--- config.mk ---
export PLATFORM = sky130hd
export DESIGN_NAME = selective_repeat_sender_unit_flat
export DESIGN_NICKNAME = d
export VERILOG_FILES = /design/src/hw/rtl/srs_pkg.sv /design/src/hw/rtl/srs_if.sv /design/src/hw/rtl/selective_repeat_sender_unit.sv /design/src/hw/rtl/srs_ctrl.sv /design/src/hw/rtl/srs_datapath.sv /design/src/flat_wrapper.sv
export SDC_FILE = /design/constraint.sdc
export NUM_CORES = 1
export LEC_CHECK = 0
export BUFFER_PORTS_ARGS = -buffer_cell sky130_fd_sc_hd__buf_2
export CAP_MARGIN = 30
export CORE_ASPECT_RATIO = 0.6
export CORE_MARGIN = 2
export CORE_UTILIZATION = 29
export DETAILED_ROUTE_END_ITERATION = 10
export PLACE_DENSITY = 0.49
export SLEW_MARGIN = 25
export SYNTH_ARGS = -nofsm -noshare
export SYNTH_HDL_FRONTEND = slang
export SYNTH_SLANG_ARGS = --single-unit
--- constraint.sdc ---
create_clock -name clk -period 17 [get_ports clk]
set_input_delay 0.85 -clock clk [delete_from_list [all_inputs] [get_ports clk]]
set_output_delay 0.85 -clock clk [all_outputs]
set_load 0.02 [all_outputs]
--- src/hw/rtl/srs_pkg.sv ---
`timescale 1ns / 1ps

package srs_pkg;

  localparam int SEQ_SPACE    = 8;
  localparam int WINDOW_SLOTS = 4;

  localparam int SEQ_W  = $clog2(SEQ_SPACE);
  localparam int SLOT_W = (WINDOW_SLOTS > 1) ? $clog2(WINDOW_SLOTS) : 1;
  localparam int CNT_W  = $clog2(WINDOW_SLOTS + 1);
  localparam int SUM_W  = CNT_W + 1;
  localparam int OFF_W  = 9;

  localparam int OP_W      = 2;
  localparam int PAYLOAD_W = 64;
  localparam int NUM_W     = 8;
  localparam int ACTION_W  = 3;

  localparam logic [OP_W-1:0] OP_SEND    = 2'd0;
  localparam logic [OP_W-1:0] OP_ACK     = 2'd1;
  localparam logic [OP_W-1:0] OP_TIMEOUT = 2'd2;

  localparam logic [ACTION_W-1:0] ACT_IGNORED  = 3'd0;
  localparam logic [ACTION_W-1:0] ACT_REFUSED  = 3'd1;
  localparam logic [ACTION_W-1:0] ACT_TRANSMIT = 3'd2;
  localparam logic [ACTION_W-1:0] ACT_START    = 3'd3;
  localparam logic [ACTION_W-1:0] ACT_STOP     = 3'd4;

  typedef struct packed {
    logic load;
    logic eval;
    logic slide;
    logic second;
  } srs_cmd_t;

  typedef struct packed {
    logic slide_needed;
    logic slide_more;
    logic more_results;
  } srs_sts_t;

endpackage

--- src/hw/rtl/srs_if.sv ---
`timescale 1ns / 1ps

interface srs_in_if;
  logic                           valid;
  logic                           ready;
  logic [srs_pkg::OP_W-1:0]       operation;
  logic [srs_pkg::PAYLOAD_W-1:0]  payload_word;
  logic [srs_pkg::NUM_W-1:0]      ack_number;
  logic                           ack_checksum_ok;
  logic [srs_pkg::NUM_W-1:0]      expired_seq;

  modport source (output valid, operation, payload_word, ack_number, ack_checksum_ok,
                  expired_seq, input ready);
  modport sink (input valid, operation, payload_word, ack_number, ack_checksum_ok,
                expired_seq, output ready);
endinterface

interface srs_out_if;
  logic                           valid;
  logic                           ready;
  logic [srs_pkg::ACTION_W-1:0]   action;
  logic [srs_pkg::NUM_W-1:0]      seq_out;
  logic [srs_pkg::PAYLOAD_W-1:0]  payload_out;
  logic                           window_full;
  logic [srs_pkg::NUM_W-1:0]      window_base;
  logic                           last;

  modport source (output valid, action, seq_out, payload_out, window_full, window_base,
                  last, input ready);
  modport sink (input valid, action, seq_out, payload_out, window_full, window_base,
                last, output ready);
endinterface

--- src/hw/rtl/selective_repeat_sender_unit.sv ---
`timescale 1ns / 1ps
// Sequence: accept an item, decide in S_EVAL, then give the first result; an ack at
// the window base first walks the base past every acked slot in S_SLIDE. A transmit
// gives a second result (start timer) after the first. The single-item controller
// takes no new item until the last result of the current one has been taken, and a
// stall on the output holds it.
// Reset (rst, synchronous): window empty, base and next sequence one, no acked slots.

module selective_repeat_sender_unit (
  input logic clk,
  input logic rst,
  srs_in_if.sink    in_ch,
  srs_out_if.source out_ch
);
  import srs_pkg::*;

  srs_cmd_t cmd;
  srs_sts_t sts;

  srs_ctrl u_ctrl (
    .clk       (clk),
    .rst       (rst),
    .in_valid  (in_ch.valid),
    .in_ready  (in_ch.ready),
    .out_valid (out_ch.valid),
    .out_ready (out_ch.ready),
    .sts       (sts),
    .cmd       (cmd)
  );

  srs_datapath u_datapath (
    .clk             (clk),
    .rst             (rst),
    .cmd             (cmd),
    .sts             (sts),
    .operation       (in_ch.operation),
    .payload_word    (in_ch.payload_word),
    .ack_number      (in_ch.ack_number),
    .ack_checksum_ok (in_ch.ack_checksum_ok),
    .expired_seq     (in_ch.expired_seq),
    .action          (out_ch.action),
    .seq_out         (out_ch.seq_out),
    .payload_out     (out_ch.payload_out),
    .window_full     (out_ch.window_full),
    .window_base     (out_ch.window_base),
    .last            (out_ch.last)
  );

endmodule

--- src/hw/rtl/srs_ctrl.sv ---
`timescale 1ns / 1ps

module srs_ctrl (
  input  logic              clk,
  input  logic              rst,
  input  logic              in_valid,
  output logic              in_ready,
  output logic              out_valid,
  input  logic              out_ready,
  input  srs_pkg::srs_sts_t sts,
  output srs_pkg::srs_cmd_t cmd
);
  import srs_pkg::*;

  typedef enum logic [2:0] {
    S_IDLE,
    S_EVAL,
    S_SLIDE,
    S_EMIT1,
    S_EMIT2
  } state_t;

  state_t state, state_next;
  logic   out_xfer;

  assign out_xfer = out_valid && out_ready;

  always_comb begin
    cmd.load   = (state == S_IDLE) && in_valid && in_ready;
    cmd.eval   = (state == S_EVAL);
    cmd.slide  = (state == S_SLIDE) && sts.slide_more;
    cmd.second = (state == S_EMIT1) && out_xfer && sts.more_results;
  end

  always_comb begin
    state_next = state;
    unique case (state)
      S_IDLE:  if (in_valid && in_ready) state_next = S_EVAL;
      S_EVAL:  state_next = sts.slide_needed ? S_SLIDE : S_EMIT1;
      // walk one acked slot per cycle
      S_SLIDE: if (!sts.slide_more) state_next = S_EMIT1;
      S_EMIT1: begin
        if (out_xfer) state_next = sts.more_results ? S_EMIT2 : S_IDLE;
      end
      S_EMIT2: if (out_xfer) state_next = S_IDLE;
      default: state_next = S_IDLE;
    endcase
  end

  always_ff @(posedge clk) begin
    if (rst) begin
      state     <= S_IDLE;
      in_ready  <= 1'b0;
      out_valid <= 1'b0;
    end else begin
      state     <= state_next;
      in_ready  <= (state_next == S_IDLE);
      out_valid <= (state_next == S_EMIT1) || (state_next == S_EMIT2);
    end
  end

endmodule

--- src/hw/rtl/srs_datapath.sv ---
`timescale 1ns / 1ps

module srs_datapath (
  input  logic                             clk,
  input  logic                             rst,
  input  srs_pkg::srs_cmd_t                cmd,
  output srs_pkg::srs_sts_t                sts,
  input  logic [srs_pkg::OP_W-1:0]         operation,
  input  logic [srs_pkg::PAYLOAD_W-1:0]    payload_word,
  input  logic [srs_pkg::NUM_W-1:0]        ack_number,
  input  logic                             ack_checksum_ok,
  input  logic [srs_pkg::NUM_W-1:0]        expired_seq,
  output logic [srs_pkg::ACTION_W-1:0]     action,
  output logic [srs_pkg::NUM_W-1:0]        seq_out,
  output logic [srs_pkg::PAYLOAD_W-1:0]    payload_out,
  output logic                             window_full,
  output logic [srs_pkg::NUM_W-1:0]        window_base,
  output logic                             last
);
  import srs_pkg::*;

  // latched item
  logic [OP_W-1:0]      item_op;
  logic [PAYLOAD_W-1:0] item_payload;
  logic [NUM_W-1:0]     item_ack;
  logic                 item_ok;
  logic [NUM_W-1:0]     item_exp;

  // window state
  logic [PAYLOAD_W-1:0]    slot_payload [WINDOW_SLOTS];
  logic [WINDOW_SLOTS-1:0] slot_acked;
  logic [SLOT_W-1:0]       ring_head;
  logic [CNT_W-1:0]        outstanding_count;
  logic [SEQ_W-1:0]        base_seq;
  logic [SEQ_W-1:0]        next_seq;

  // decision for the latched item
  logic [ACTION_W-1:0] d_action;
  logic [NUM_W-1:0]    d_seq;
  logic                d_two;
  logic                d_store;
  logic                d_mark;
  logic                d_slide;
  logic                d_from_mem;
  logic [NUM_W-1:0]    probe;
  logic [OFF_W-1:0]    probe_off;
  logic                probe_in_win;
  logic [SLOT_W-1:0]   probe_slot;
  logic [SLOT_W-1:0]   tail_slot;
  logic                full;

  function automatic logic [SLOT_W-1:0] ring_slot(logic [SLOT_W-1:0] h, logic [CNT_W-1:0] k);
    logic [SUM_W-1:0] s;
    s = SUM_W'(h) + SUM_W'(k);
    if (s >= SUM_W'(WINDOW_SLOTS)) s = s - SUM_W'(WINDOW_SLOTS);
    return s[SLOT_W-1:0];
  endfunction

  function automatic logic [SEQ_W-1:0] seq_inc(logic [SEQ_W-1:0] s);
    return (s == SEQ_W'(SEQ_SPACE - 1)) ? '0 : s + 1'b1;
  endfunction

  assign full = (outstanding_count >= CNT_W'(WINDOW_SLOTS));

  always_comb begin
    probe = (item_op == OP_ACK) ? item_ack : item_exp;
    if (probe >= NUM_W'(base_seq)) begin
      probe_off = OFF_W'(probe) - OFF_W'(base_seq);
    end else begin
      probe_off = OFF_W'(probe) + OFF_W'(SEQ_SPACE) - OFF_W'(base_seq);
    end
    probe_in_win = (OFF_W'(probe) < OFF_W'(SEQ_SPACE)) &&
                   (probe_off < OFF_W'(outstanding_count));
    probe_slot   = ring_slot(ring_head, probe_off[CNT_W-1:0]);
    tail_slot    = ring_slot(ring_head, outstanding_count);
  end

  always_comb begin
    d_action   = ACT_IGNORED;
    d_seq      = '0;
    d_two      = 1'b0;
    d_store    = 1'b0;
    d_mark     = 1'b0;
    d_slide    = 1'b0;
    d_from_mem = 1'b0;
    unique case (item_op)
      OP_SEND: begin
        d_seq = NUM_W'(next_seq);
        if (full) begin
          d_action = ACT_REFUSED;
        end else begin
          d_action = ACT_TRANSMIT;
          d_two    = 1'b1;
          d_store  = 1'b1;
        end
      end
      OP_ACK: begin
        d_seq = item_ack;
        if (item_ok && probe_in_win) begin
          d_action = ACT_STOP;
          d_mark   = 1'b1;
          d_slide  = (probe_off == '0);
        end
      end
      OP_TIMEOUT: begin
        d_seq = item_exp;
        if (probe_in_win && !slot_acked[probe_slot]) begin
          d_action   = ACT_TRANSMIT;
          d_two      = 1'b1;
          d_from_mem = 1'b1;
        end
      end
      default: ;
    endcase
  end

  assign sts.slide_needed = d_slide;
  assign sts.slide_more   = (outstanding_count != '0) && slot_acked[ring_head];
  assign sts.more_results = !last;

  always_ff @(posedge clk) begin
    if (cmd.load) begin
      item_op      <= operation;
      item_payload <= payload_word;
      item_ack     <= ack_number;
      item_ok      <= ack_checksum_ok;
      item_exp     <= expired_seq;
    end
  end

  // payload store and result registers
  always_ff @(posedge clk) begin
    if (cmd.eval) begin
      if (d_store) slot_payload[tail_slot] <= item_payload;
      action  <= d_action;
      seq_out <= d_seq;
      last    <= !d_two;
      if (d_from_mem) begin
        payload_out <= slot_payload[probe_slot];
      end else if (d_store) begin
        payload_out <= item_payload;
      end else begin
        payload_out <= '0;
      end
    end else if (cmd.second) begin
      action      <= ACT_START;
      payload_out <= '0;
      last        <= 1'b1;
    end
  end

  always_ff @(posedge clk) begin
    if (rst) begin
      slot_acked        <= '0;
      ring_head         <= '0;
      outstanding_count <= '0;
      base_seq          <= SEQ_W'(1 % SEQ_SPACE);
      next_seq          <= SEQ_W'(1 % SEQ_SPACE);
    end else if (cmd.eval) begin
      if (d_store) begin
        slot_acked[tail_slot] <= 1'b0;
        outstanding_count     <= outstanding_count + 1'b1;
        next_seq              <= seq_inc(next_seq);
      end
      if (d_mark) slot_acked[probe_slot] <= 1'b1;
    end else if (cmd.slide) begin
      slot_acked[ring_head] <= 1'b0;
      ring_head             <= ring_slot(ring_head, CNT_W'(1));
      base_seq              <= seq_inc(base_seq);
      outstanding_count     <= outstanding_count - 1'b1;
    end
  end

  assign window_full = full;
  assign window_base = NUM_W'(base_seq);

endmodule

--- src/flat_wrapper.sv ---
// flat-port wrapper written by rule: the top's interface ports become plain ports
module selective_repeat_sender_unit_flat import srs_pkg::*;
  (clk, rst, in_ch_valid, in_ch_operation, in_ch_payload_word, in_ch_ack_number, in_ch_ack_checksum_ok, in_ch_expired_seq, in_ch_ready, out_ch_valid, out_ch_action, out_ch_seq_out, out_ch_payload_out, out_ch_window_full, out_ch_window_base, out_ch_last, out_ch_ready);
  srs_in_if in_ch_i ();
  srs_out_if out_ch_i ();
  input logic clk;
  input logic rst;
  input wire logic [$bits(in_ch_i.valid)-1:0] in_ch_valid;
  input wire logic [$bits(in_ch_i.operation)-1:0] in_ch_operation;
  input wire logic [$bits(in_ch_i.payload_word)-1:0] in_ch_payload_word;
  input wire logic [$bits(in_ch_i.ack_number)-1:0] in_ch_ack_number;
  input wire logic [$bits(in_ch_i.ack_checksum_ok)-1:0] in_ch_ack_checksum_ok;
  input wire logic [$bits(in_ch_i.expired_seq)-1:0] in_ch_expired_seq;
  output wire logic [$bits(in_ch_i.ready)-1:0] in_ch_ready;
  output wire logic [$bits(out_ch_i.valid)-1:0] out_ch_valid;
  output wire logic [$bits(out_ch_i.action)-1:0] out_ch_action;
  output wire logic [$bits(out_ch_i.seq_out)-1:0] out_ch_seq_out;
  output wire logic [$bits(out_ch_i.payload_out)-1:0] out_ch_payload_out;
  output wire logic [$bits(out_ch_i.window_full)-1:0] out_ch_window_full;
  output wire logic [$bits(out_ch_i.window_base)-1:0] out_ch_window_base;
  output wire logic [$bits(out_ch_i.last)-1:0] out_ch_last;
  input wire logic [$bits(out_ch_i.ready)-1:0] out_ch_ready;
  assign in_ch_i.valid = in_ch_valid;
  assign in_ch_i.operation = in_ch_operation;
  assign in_ch_i.payload_word = in_ch_payload_word;
  assign in_ch_i.ack_number = in_ch_ack_number;
  assign in_ch_i.ack_checksum_ok = in_ch_ack_checksum_ok;
  assign in_ch_i.expired_seq = in_ch_expired_seq;
  assign in_ch_ready = in_ch_i.ready;
  assign out_ch_valid = out_ch_i.valid;
  assign out_ch_action = out_ch_i.action;
  assign out_ch_seq_out = out_ch_i.seq_out;
  assign out_ch_payload_out = out_ch_i.payload_out;
  assign out_ch_window_full = out_ch_i.window_full;
  assign out_ch_window_base = out_ch_i.window_base;
  assign out_ch_last = out_ch_i.last;
  assign out_ch_i.ready = out_ch_ready;
  selective_repeat_sender_unit u_core (.clk(clk), .rst(rst), .in_ch(in_ch_i), .out_ch(out_ch_i));
endmodule
==> results of run 1 <==
## cell usage in the layout, fill, tap and decap left out, drive strengths merged, types with 3 or more instances in the layout
| cell type | Yosys | layout |
|---|---|---|
| conb | 1 | 5 |
| a22o | 3 | 3 |
| mux4 | 66 | 66 |
| a21oi | 10 | 10 |
| xnor2 | 12 | 12 |
| a32o | 59 | 59 |
| mux2i | 12 | 12 |
| nand3b | 5 | 5 |
| a211o | 3 | 3 |
| and3b | 3 | 3 |
| clkinv | 0 | 18 |
| ha | 27 | 27 |
| bufinv | 0 | 5 |
| nor2b | 8 | 8 |
| o21ai | 16 | 16 |
| o22ai | 4 | 4 |
| edfxtp | 415 | 415 |
| nand3 | 7 | 7 |
| dfxtp | 20 | 20 |
| nand2 | 33 | 33 |
| nor3 | 10 | 10 |
| o41ai | 6 | 6 |
| nand4b | 3 | 3 |
| and3 | 3 | 3 |
| inv | 26 | 27 |
| nor2 | 22 | 22 |
| buf | 18 | 187 |
| nand2b | 6 | 6 |
| clkbuf | 35 | 51 |
| xor2 | 3 | 3 |
| fa | 4 | 4 |
## kinds of logic (layout without fill, tap and decap cells)
family,count (synthesis),count (layout)
muxes,78,78
adders and majority gates,31,31
other,1,5
AOI/OAI and AO/OA,119,119
and+or+nand+nor,112,112
buffers and inverters,79,290
xor gates and xnor gates,15,15
DFF,435,435
## stage by stage
stage                     instances  instance area [sq um]  utilization, %  power [mW]
final                          1855                  20200            35.0        2.61
after global routing           1855                  20200            35.0        2.73
after CTS                      1855                  20200            35.0        2.65
after detailed placement       1778                  18800            32.6        1.70
after global placement         1774                  18800            32.5        1.69
after floorplan                 874                  17100               -        1.56
## sequential cells by signal, indices dropped and copies added (netlist names), 3 cells and up
register / cells
u_core.u_datapath.item_payload: 64
u_core.u_ctrl.state: 3
u_core.u_datapath.item_exp: 8
u_core.u_datapath.item_ack: 8
u_core.u_datapath.slot_acked: 4
u_core.u_datapath.outstanding_count: 3
u_core.u_datapath.next_seq: 3
u_core.u_datapath.action: 3
u_core.u_datapath.payload_out: 64
u_core.u_datapath.base_seq: 3
u_core.u_datapath.seq_out: 8
u_core.u_datapath.slot_payload: 256
## critical path: stages (launching register included)
cell       delay [ns]
edfxtp_1         0.59
nor2b_2          0.63
mux2i_1          0.60
ha_1             0.29
nand2_1          0.09
a2111oi_4        0.21
nand3b_2         0.21
mux2i_1          0.27
ha_1             0.28
o21ai_0          0.09
nand3b_1         0.14
a221oi_1         0.30
a21boi_1         0.32
and4b_4          0.54
buf_12           0.25
buf_12           0.20
a32o_1           0.19
## area by class of cell
| class | instances | area (sq um) | area share, % |
|---|---|---|---|
| clock inverter | 26 | 262 | 1.29 |
| timing repair buffer | 187 | 1030 | 5.09 |
| sequential | 435 | 12900 | 63.7 |
| tap | 770 | 963 | 4.77 |
| inverter | 26 | 98.8 | 0.489 |
| clock buffer | 51 | 1110 | 5.48 |
| multi-input combinational | 360 | 3880 | 19.2 |
## metal layers
layer  routed length, um  vias to the layer above
met5                   0                        -
met4                 668                        0
met3                2530                       45
met2               17800                      263
met1               19700                     4574
li1                    -                     3928
## path summary, 6_finish.rpt
check	to	slack, ns
max	u_core.u_datapath.payload_out[22]	11.64
min	u_core.u_datapath.item_exp[2]	0.47
max reg2reg	u_core.u_datapath.payload_out[22]	11.64
min reg2reg	u_core.u_datapath.next_seq[1]	0.48
## Yosys cell counts (4+ instances only)
master	n
dfxtp_1	20
mux4_2	66
nand3_1	7
a21oi_1	10
o21ai_0	16
inv_1	26
clkbuf_1	35
xnor2_1	12
o41ai_1	6
nor3_1	10
ha_1	27
nand2_1	33
edfxtp_1	415
o22ai_1	4
mux2i_1	11
fa_1	4
a32o_1	59
nand2b_1	5
buf_4	5
nand3b_1	4
nor2_1	22
nor2b_1	8
buf_6	9
## power breakdown
| group | switching [mW] | leakage, nW | internal, mW |
|---|---|---|---|
| clock network | 0.401 | 0.667 | 0.542 |
| registers | 0.0439 | 3.94 | 1.27 |
| logic | 0.230 | 2.15 | 0.127 |
| total | 0.674 | 6.75 | 1.93 |
==> key figures, run 1 <==
Drt
  • Drt total wl: 40.7 mm
  • Vias per cell: 4.75
  • Avg WL per Cell: 21.9 um
  • 1st-iter DRT viols: 819
  • Routed vias: 8810
  • Pre-Repair DR Iteration Count: 5
  • Antenna-violating nets left: 0
  • # DRC: 0

Critical path
  • Required @ worst endpoint: 17.41 ns
  • Reg2reg path depth: 16
  • Crit end category: register
  • FF-to-FF Start: u_core.u_datapath.item_op[0]
  • Startpoint Class: register
  • Crit path max fanout: 23
  • WP data arrival: 5.77 ns
  • Critical path class: register to register
  • Setup crit start: u_core.u_datapath.item_op[0]

GRT
  • Met3 usage: 3.16%
  • Most Crowded Layer GR: met1
  • Largest net degree at the start of global routing: 45
  • Total track usage: 13.4%
  • Met2 GRT Util: 19.8%
  • Vias in the first global route: 9024
  • GR Util met1: 19.8%
  • Initial antenna violation count: 0
  • First-pass GRT wire length: 59.8 mm
  • GRT overflow: 0

Power
  • Pwr dens: 129 mW/mm^2
  • Leakage power: 6.75 nW
  • Highest ir drop seen on vdd: 0.0543 mV

STA
  • Worst slew pin tran: 0.864 ns
  • Fmax: 186 MHz
  • Hold slack: 0.466 ns
  • Hold Fails Final Rpt: 0
  • Final Max Tran Viols: 0
  • RSZ-0062 raised after global routing: no
  • Max transition margin: 42.3%
  • Post-layout minimum cycle time: 5.36 ns
  • Final period utilization: 31.5%
  • Setup violators final: 0
  • TNS Setup: 0 ns
  • Max Clock Skew: 0.0268 ns
  • Worst Slack Setup Final: 11.64 ns

Yosys
  • Gate Count Post-Synth: 870
  • Avg Inst Size Synth: 19.6 sq um
  • Complex-gate fraction of the synthesized area: 6.10%
  • Main combinational cell family by area after synthesis: multiplexers
  • Syn Std Cell Area: 0.0170 sq mm
  • Prevailing post-synth register cell: edfxtp_1
  • Post-synth EDFFs: 415
  • Synth area leaders: edfxtp_1 73%, mux4_2 8.7%, a32o_1 3.5%
  • Simple-gate portion of the synthesized area: 3.45%
  • Yosys top cell by area: edfxtp_1
  • Share of flip-flops with an asynchronous set or reset: 0%
  • Post-synthesis sequential area ratio: 75.5%
  • XOR/XNOR Fraction of Synth Area: 0.771%
  • Netlist cell types: 56
  • Yosys reg bits: 435
  • Synth Area in Adders: 2.45%
  • Mux cell area share after synthesis: 9.45%
  • Synth warn: 0
  • Share of the synthesized area in the top cell type: 73.1%

Floorplanning
  • Horiz. Die Dim: 317 um
  • Row count: 68
  • Initial cell density of the core: 29.5%
  • Die Ht: 192 um
  • I/O pin count: 174
  • Die Area: 0.0608 sq mm
  • Core area: 0.0578 sq mm

Clock tree
  • CTS tree: yes
  • Sink Count: 435
  • Worst-path clk slew: 0.06 ns
  • Hold_buf cts: 0
  • H-tree levels: 2
  • CTS root buffer: clkbuf_16
  • Total CTS buffers: 43
  • Post-CTS Setup Inserts: 0
  • Longest Clk Path Bufs: 3
  • Worst-Skew Late Latency: 0.55 ns
  • CTS resizes: 0

Hold path
  • Worst hold path type: input port to register
  • Hold wc startpoint: in_ch_expired_seq[2]
  • Hold path cells: 1

Place
  • Dpl ws: 11.36 ns
  • Port Buffers: 168
  • Gp weighted congestion: 0.775
  • Hpwl dp: 23.5 mm

Layout
  • Nets: 1171
  • Fraction of layout cells with a size suffix above 1: 31.0%
  • Final-layout fill cell count: 5428
  • Area grow syn2layout: 18.5%
  • # diodes: 0

Outcome
  • Status: completed

Job
  • Max Cap Viol: 0
No activity file was read; power rests on OpenSTA's default activity.
==> run 2, diff against run 1 <==
clock period = 5.1 ns   (was 17 ns; I/O delays follow)
==> run 2 against run 1 <==
  * Setup slack got worse by 11 ns
  * Register-to-register slack got worse by 11 ns
  * Clock skew is 0.0094 ns lower
  * Worst hold slack lost 0.41 ns
  * Critical endpoint is now u_core.u_datapath.last
  * First-iteration DRC count down 23%
  * Combinational power grew to 3.5 times the previous value
  * Largest power group unchanged
  * Highest routed layer unchanged
  * Die area stayed put
==> key figures, run 2 (synthesized netlist as in run 1, its figures left out) <==
Outcome
  • Status: completed

Power
  • Cell internal pwr: 6.40 mW
  • Pwr dens: 411 mW/mm^2
  • Final Power: 8.66 mW
  • Leakage power: 7.11 nW
  • Clock power frac: 35.1%
  • Reg power frac: 50.4%
  • Highest ir drop seen on vdd: 0.203 mV
  • Combinational share of power: 14.4%
  • Sw power: 2.26 mW
  • Sw frac: 26.1%

Hold path
  • Hold endpoint: u_core.u_ctrl.in_ready
  • Hold wc startpoint: out_ch_ready
  • Worst hold path type: input port to register
  • Hold path cells: 3

Drt
  • # DRC: 0
  • Pre-Repair DR Iteration Count: 5
  • Routed vias: 9164
  • Vias per cell: 4.72
  • Max Used Layer: met4
  • Met2 WL post-DR: 18.2 mm
  • WL met3: 2.38 mm
  • Drt total wl: 41.1 mm
  • Avg WL per Cell: 21.2 um
  • Met1 wire length: 19.8 mm
  • 1st-iter DRT viols: 629
  • Antenna-violating nets left: 0

STA
  • TNS Setup: 0 ns
  • Worst slew pin tran: 0.968 ns
  • Final Max Tran Viols: 0
  • Worst Slack Setup Final: 0.465 ns
  • Max transition margin: 35.5%
  • Fmax: 216 MHz
  • Max Clock Skew: 0.0174 ns
  • RSZ-0062 raised after global routing: no
  • Post-layout minimum cycle time: 4.63 ns
  • Hold Fails Final Rpt: 0
  • Final period utilization: 90.9%
  • Setup violators final: 0

Clock tree
  • Longest Clk Path Bufs: 3
  • Sink Count: 435
  • Worst-Skew Late Latency: 0.56 ns
  • Worst-path clk slew: 0.07 ns
  • Total CTS buffers: 42
  • H-tree levels: 2
  • CTS tree: yes
  • CTS root buffer: clkbuf_16

GRT
  • Initial antenna violation count: 1
  • Largest net degree at the start of global routing: 69
  • Total track usage: 13.4%
  • Vias in the first global route: 9192
  • First-pass GRT wire length: 60.4 mm
  • GRT overflow: 0

Layout
  • Commonest cells after routing, fill and taps aside: 415 x edfxtp_1, 168 x buf_2, 83 x dlygate4sd3_1, 66 x mux4_2, 59 x a32o_1
  • Final-layout fill cell count: 5388
  • Area of the multi-input gates: 0.00389 sq mm
  • Max reg flops: 256
  • Area grow syn2layout: 23.5%
  • Fraction of layout cells with a size suffix above 1: 29.0%
  • Commonest non-fill, non-tap cell in the layout: edfxtp_1
  • Seq. cell area: 0.0129 sq mm
  • Regs by FF count: u_core.u_datapath.slot_payload: 256 flops, u_core.u_datapath.item_payload: 64 flops, u_core.u_datapath.payload_out: 64 flops
  • # diodes: 0
  • Most flops, register: u_core.u_datapath.slot_payload
  • Final instance area: 0.0211 sq mm
  • Nets: 1258

Critical path
  • Reg2reg path depth: 16
  • Worst path cell trace: nor2b_1, buf_4, mux2i_1, ha_1, and3b_1, a2111oi_4, nand3b_2, mux2i_1, ha_1, o21ai_0, nand3b_1, a221oi_1, a21boi_1, and4b_4, buf_12, o21ai_0
  • Worst path buffer plus inverter count: 2
  • CP max-delay cell: edfxtp_1
  • Crit end category: register
  • FF-to-FF Start: u_core.u_datapath.item_op[1]
  • Critical path class: register to register
  • Worst path max stage delay: 0.54 ns
  • Startpoint Class: register
  • FF-to-FF setup slack: 0.47 ns
  • Required @ worst endpoint: 5.36 ns
  • WP data arrival: 4.89 ns
  • Crit path max fanout: 61
  • Setup crit start: u_core.u_datapath.item_op[1]
  • Reg-to-reg critical path endpoint: u_core.u_datapath.last
  • Crit-path leading delay family: compound AO/OA/AOI/OAI gates

Floorplanning
  • Initial cell density of the core: 29.5%
  • I/O pin count: 174
  • Core area: 0.0578 sq mm
  • Row count: 68
  • Die Area: 0.0608 sq mm
  • Horiz. Die Dim: 317 um
  • Die Ht: 192 um

Job
  • Max Cap Viol: 0

Place
  • Placed cell area: 0.0189 sq mm
  • Hpwl dp: 23.2 mm
  • Gp weighted congestion: 0.813
  • Port Buffers: 168
  • Dpl ws: 0.415 ns
[run 2: cell type report]
type / count / share of cell area, %
Timing Repair Buffer: 275 / 9.09
Clock inverter: 23 / 0.808
Multi-Input combinational cell: 360 / 18.5
Inverter: 26 / 0.470
Clock buffer: 52 / 5.47
Tap cell: 770 / 4.58
Sequential cell: 435 / 61.1
[run 2: stage by stage]
stage                     util [%]  hold slack, ns  std cells
after detailed placement      32.7           0.433       1779
after global placement        32.7           0.431       1779
after floorplan                  -           0.343        874
after CTS                     36.4         0.00608       1937
final                         36.4          0.0550       1941
after global routing          36.4          0.0801       1941
[run 2: power groups by stage]
stage	Combinational [mW]	Sequential, mW	Clock (mW)
final	1.25	4.36	3.04
after global routing	1.36	4.39	3.31
after CTS	1.27	4.37	3.16
after detailed placement	1.22	4.44	0
after global placement	1.22	4.44	0
after floorplan	0.655	4.53	0
[run 2: repair_timing]
item                                    in CTS  in global routing
endpoints found under the hold margin       83                  0
hold buffers                                83                  0
endpoints found under the setup margin       0                 57
gates resized for setup                      0                  1
buffers inserted                             0                  4
[run 2: how the worst max path moves through the flow]
stage | cells past startpoint | endpoint | slack [ns]
6_report | 16 | u_core.u_datapath.last | 0.47
5_1_grt | 16 | u_core.u_datapath.last | 0.05
4_1_cts | 16 | u_core.u_datapath.last | 0.38
3_5_place_dp | 16 | u_core.u_datapath.last | 0.41
3_3_place_gp | 16 | u_core.u_datapath.last | 0.71
2_1_floorplan | 7 | u_core.u_ctrl.state[0] | 0.03
[run 2: tightest hold or removal path, delay by kind of cell]
family / cells / cell delay, ns
AO/OA/AOI/OAI: 1 / 0.13
buffers and inverters: 1 / 0.12
AND/OR/NAND/NOR: 1 / 0.06
[run 2: routing by layer]
layer	global-route usage, %	up-vias
li1	-	4098
met1	19.9	4755
met2	20.0	260
met3	2.88	51
met4	3.10	0
met5	0	-
==> run 3, diff against run 2 <==
RECOVER_POWER = 100   (was not set)
==> run 3 against run 2 <==
  * Cell area down 1.1%
  * Clock-buffer cell count is the same
  * Critical endpoint unchanged
  * Via count up 0.63%
  * Worst hold slack better by 0.0023 ns
  * Critical path depth did not move
  * Utilization down 0.42 points
  * Clock skew fell by 0.0042 ns
  * Die area did not move
  * Wire length up 0.26%
  * First-iteration DRC count is 2.4% higher
  * Setup slack got worse by 0.010 ns
  * The flow now finishes with violations (max-capacitance violations, max-slew violations)
  * Clock power about the same
==> key figures, run 3 (synthesized netlist as in run 1, its figures left out) <==
Outcome
  • Status: finished, violations left
  • Failing checks: max-capacitance violations, max-slew violations

STA
  • Max transition margin: -99.9%
  • Final period utilization: 91.1%
  • Final Max Tran Viols: 279
  • Hold Fails Final Rpt: 0
  • TNS Setup: 0 ns
  • Worst Slack Setup Final: 0.455 ns
  • Fmax: 215 MHz
  • Worst slew pin tran: 3.00 ns
  • Setup violators final: 0
  • RSZ-0062 raised after global routing: no
  • Max Clock Skew: 0.0132 ns
  • Post-layout minimum cycle time: 4.64 ns

Critical path
  • CP max-delay cell: edfxtp_1
  • Worst path max stage delay: 0.54 ns
  • Crit path max fanout: 61
  • Crit-path leading delay family: compound AO/OA/AOI/OAI gates
  • Worst path cell trace: nor2b_1, buf_4, mux2i_1, ha_1, and3b_1, a2111oi_4, nand3b_2, mux2i_1, ha_1, o21ai_0, nand3b_1, a221oi_1, a21boi_1, and4b_4, buf_12, o21ai_0
  • WP data arrival: 4.90 ns
  • FF-to-FF setup slack: 0.46 ns
  • Required @ worst endpoint: 5.35 ns
  • Worst path buffer plus inverter count: 2
  • Crit end category: register
  • Critical path class: register to register
  • Startpoint Class: register

Place
  • Port Buffers: 168
  • Hpwl dp: 23.2 mm
  • Gp weighted congestion: 0.813
  • Dpl ws: 0.415 ns

Clock tree
  • Total CTS buffers: 42
  • CTS root buffer: clkbuf_16
  • H-tree levels: 2
  • Sink Count: 435
  • Worst-Skew Late Latency: 0.55 ns
  • Worst-path clk slew: 0.07 ns
  • CTS tree: yes
  • Longest Clk Path Bufs: 3

Power
  • Cell internal pwr: 6.37 mW
  • Pwr dens: 415 mW/mm^2
  • Final Power: 8.63 mW
  • Combinational share of power: 13.9%
  • Sw power: 2.26 mW
  • Reg power frac: 50.8%
  • Leakage power: 6.77 nW
  • Highest ir drop seen on vdd: 0.203 mV
  • Clock power frac: 35.3%
  • Sw frac: 26.2%

Drt
  • Pre-Repair DR Iteration Count: 7
  • Drt total wl: 41.2 mm
  • # DRC: 0
  • Vias per cell: 4.75
  • Antenna-violating nets left: 0
  • Routed vias: 9222
  • 1st-iter DRT viols: 644
  • Avg WL per Cell: 21.2 um

Floorplanning
  • Die Ht: 192 um
  • Die Area: 0.0608 sq mm
  • I/O pin count: 174
  • Core area: 0.0578 sq mm
  • Row count: 68
  • Horiz. Die Dim: 317 um
  • Initial cell density of the core: 29.5%

GRT
  • Vias in the first global route: 9192
  • Total track usage: 13.4%
  • Largest net degree at the start of global routing: 69
  • First-pass GRT wire length: 60.4 mm
  • GRT overflow: 0
  • Initial antenna violation count: 1

Layout
  • Most flops, register: u_core.u_datapath.slot_payload
  • # diodes: 0
  • Fraction of layout cells with a size suffix above 1: 18.9%
  • Nets: 1258
  • Regs by FF count: u_core.u_datapath.slot_payload: 256 flops, u_core.u_datapath.item_payload: 64 flops, u_core.u_datapath.payload_out: 64 flops
  • Commonest non-fill, non-tap cell in the layout: edfxtp_1
  • Max reg flops: 256
  • Commonest cells after routing, fill and taps aside: 415 x edfxtp_1, 118 x clkbuf_1, 83 x dlygate4sd3_1, 66 x mux4_2, 61 x buf_2
  • Area grow syn2layout: 22.1%

Job
  • Max Cap Viol: 8

Hold path
  • Worst hold path type: input port to register
-- run 3: layer usage --
layer | GRT usage, % | wire (um)
met5 | 0 | 0
met1 | 19.9 | 19900
met4 | 3.10 | 646
met2 | 20.0 | 18300
met3 | 2.88 | 2290
-- run 3: power groups by stage --
stage	registers (mW)	logic, mW	clock network [mW]
finish	4.38	1.20	3.05
global route	4.41	1.31	3.31
global placement	4.44	1.22	0
CTS	4.37	1.27	3.16
floorplan	4.53	0.655	0
detailed placement	4.44	1.22	0
-- run 3: timing repair --
| action | in CTS | in global routing |
|---|---|---|
| buffers inserted | 0 | 4 |
| hold endpoints to repair | 83 | 0 |
| gates resized for setup | 0 | 1 |
| endpoints found under the setup margin | 0 | 57 |
| hold buffers | 83 | 0 |
-- run 3: worst paths after layout --
check / startpoint / to / cells after the start
hold / removal: out_ch_ready / u_core.u_ctrl.in_ready / 3
hold reg to reg: u_core.u_datapath.next_seq[2] / u_core.u_datapath.next_seq[2] / 2
setup reg to reg: u_core.u_datapath.item_op[1] / u_core.u_datapath.last / 16
setup / recovery: u_core.u_datapath.item_op[1] / u_core.u_datapath.last / 16
-- run 3: area by class of cell --
class	instances	area [sq um]
fill	5443	37000
sequential	435	12900
multi-input combinational	360	3840
timing repair buffer	275	1720
clock buffer	52	1150
tap	770	963
clock inverter	23	170
inverter	26	98.8
-- run 3: tightest hold or removal path, stage by stage --
cell and delay (ns):
buf_2 0.12, a31oi_1 0.13, nor3_1 0.06
-- run 3: through the flow --
step	hold WS (ns)	cell area, sq um	instances	utilization, %
floorplan	0.343	17100	874	-
global placement	0.431	18900	1779	32.7
detailed placement	0.433	18900	1779	32.7
CTS	0.00608	21000	1937	36.4
global route	0.0801	20800	1941	36.0
finish	0.0572	20800	1941	36.0
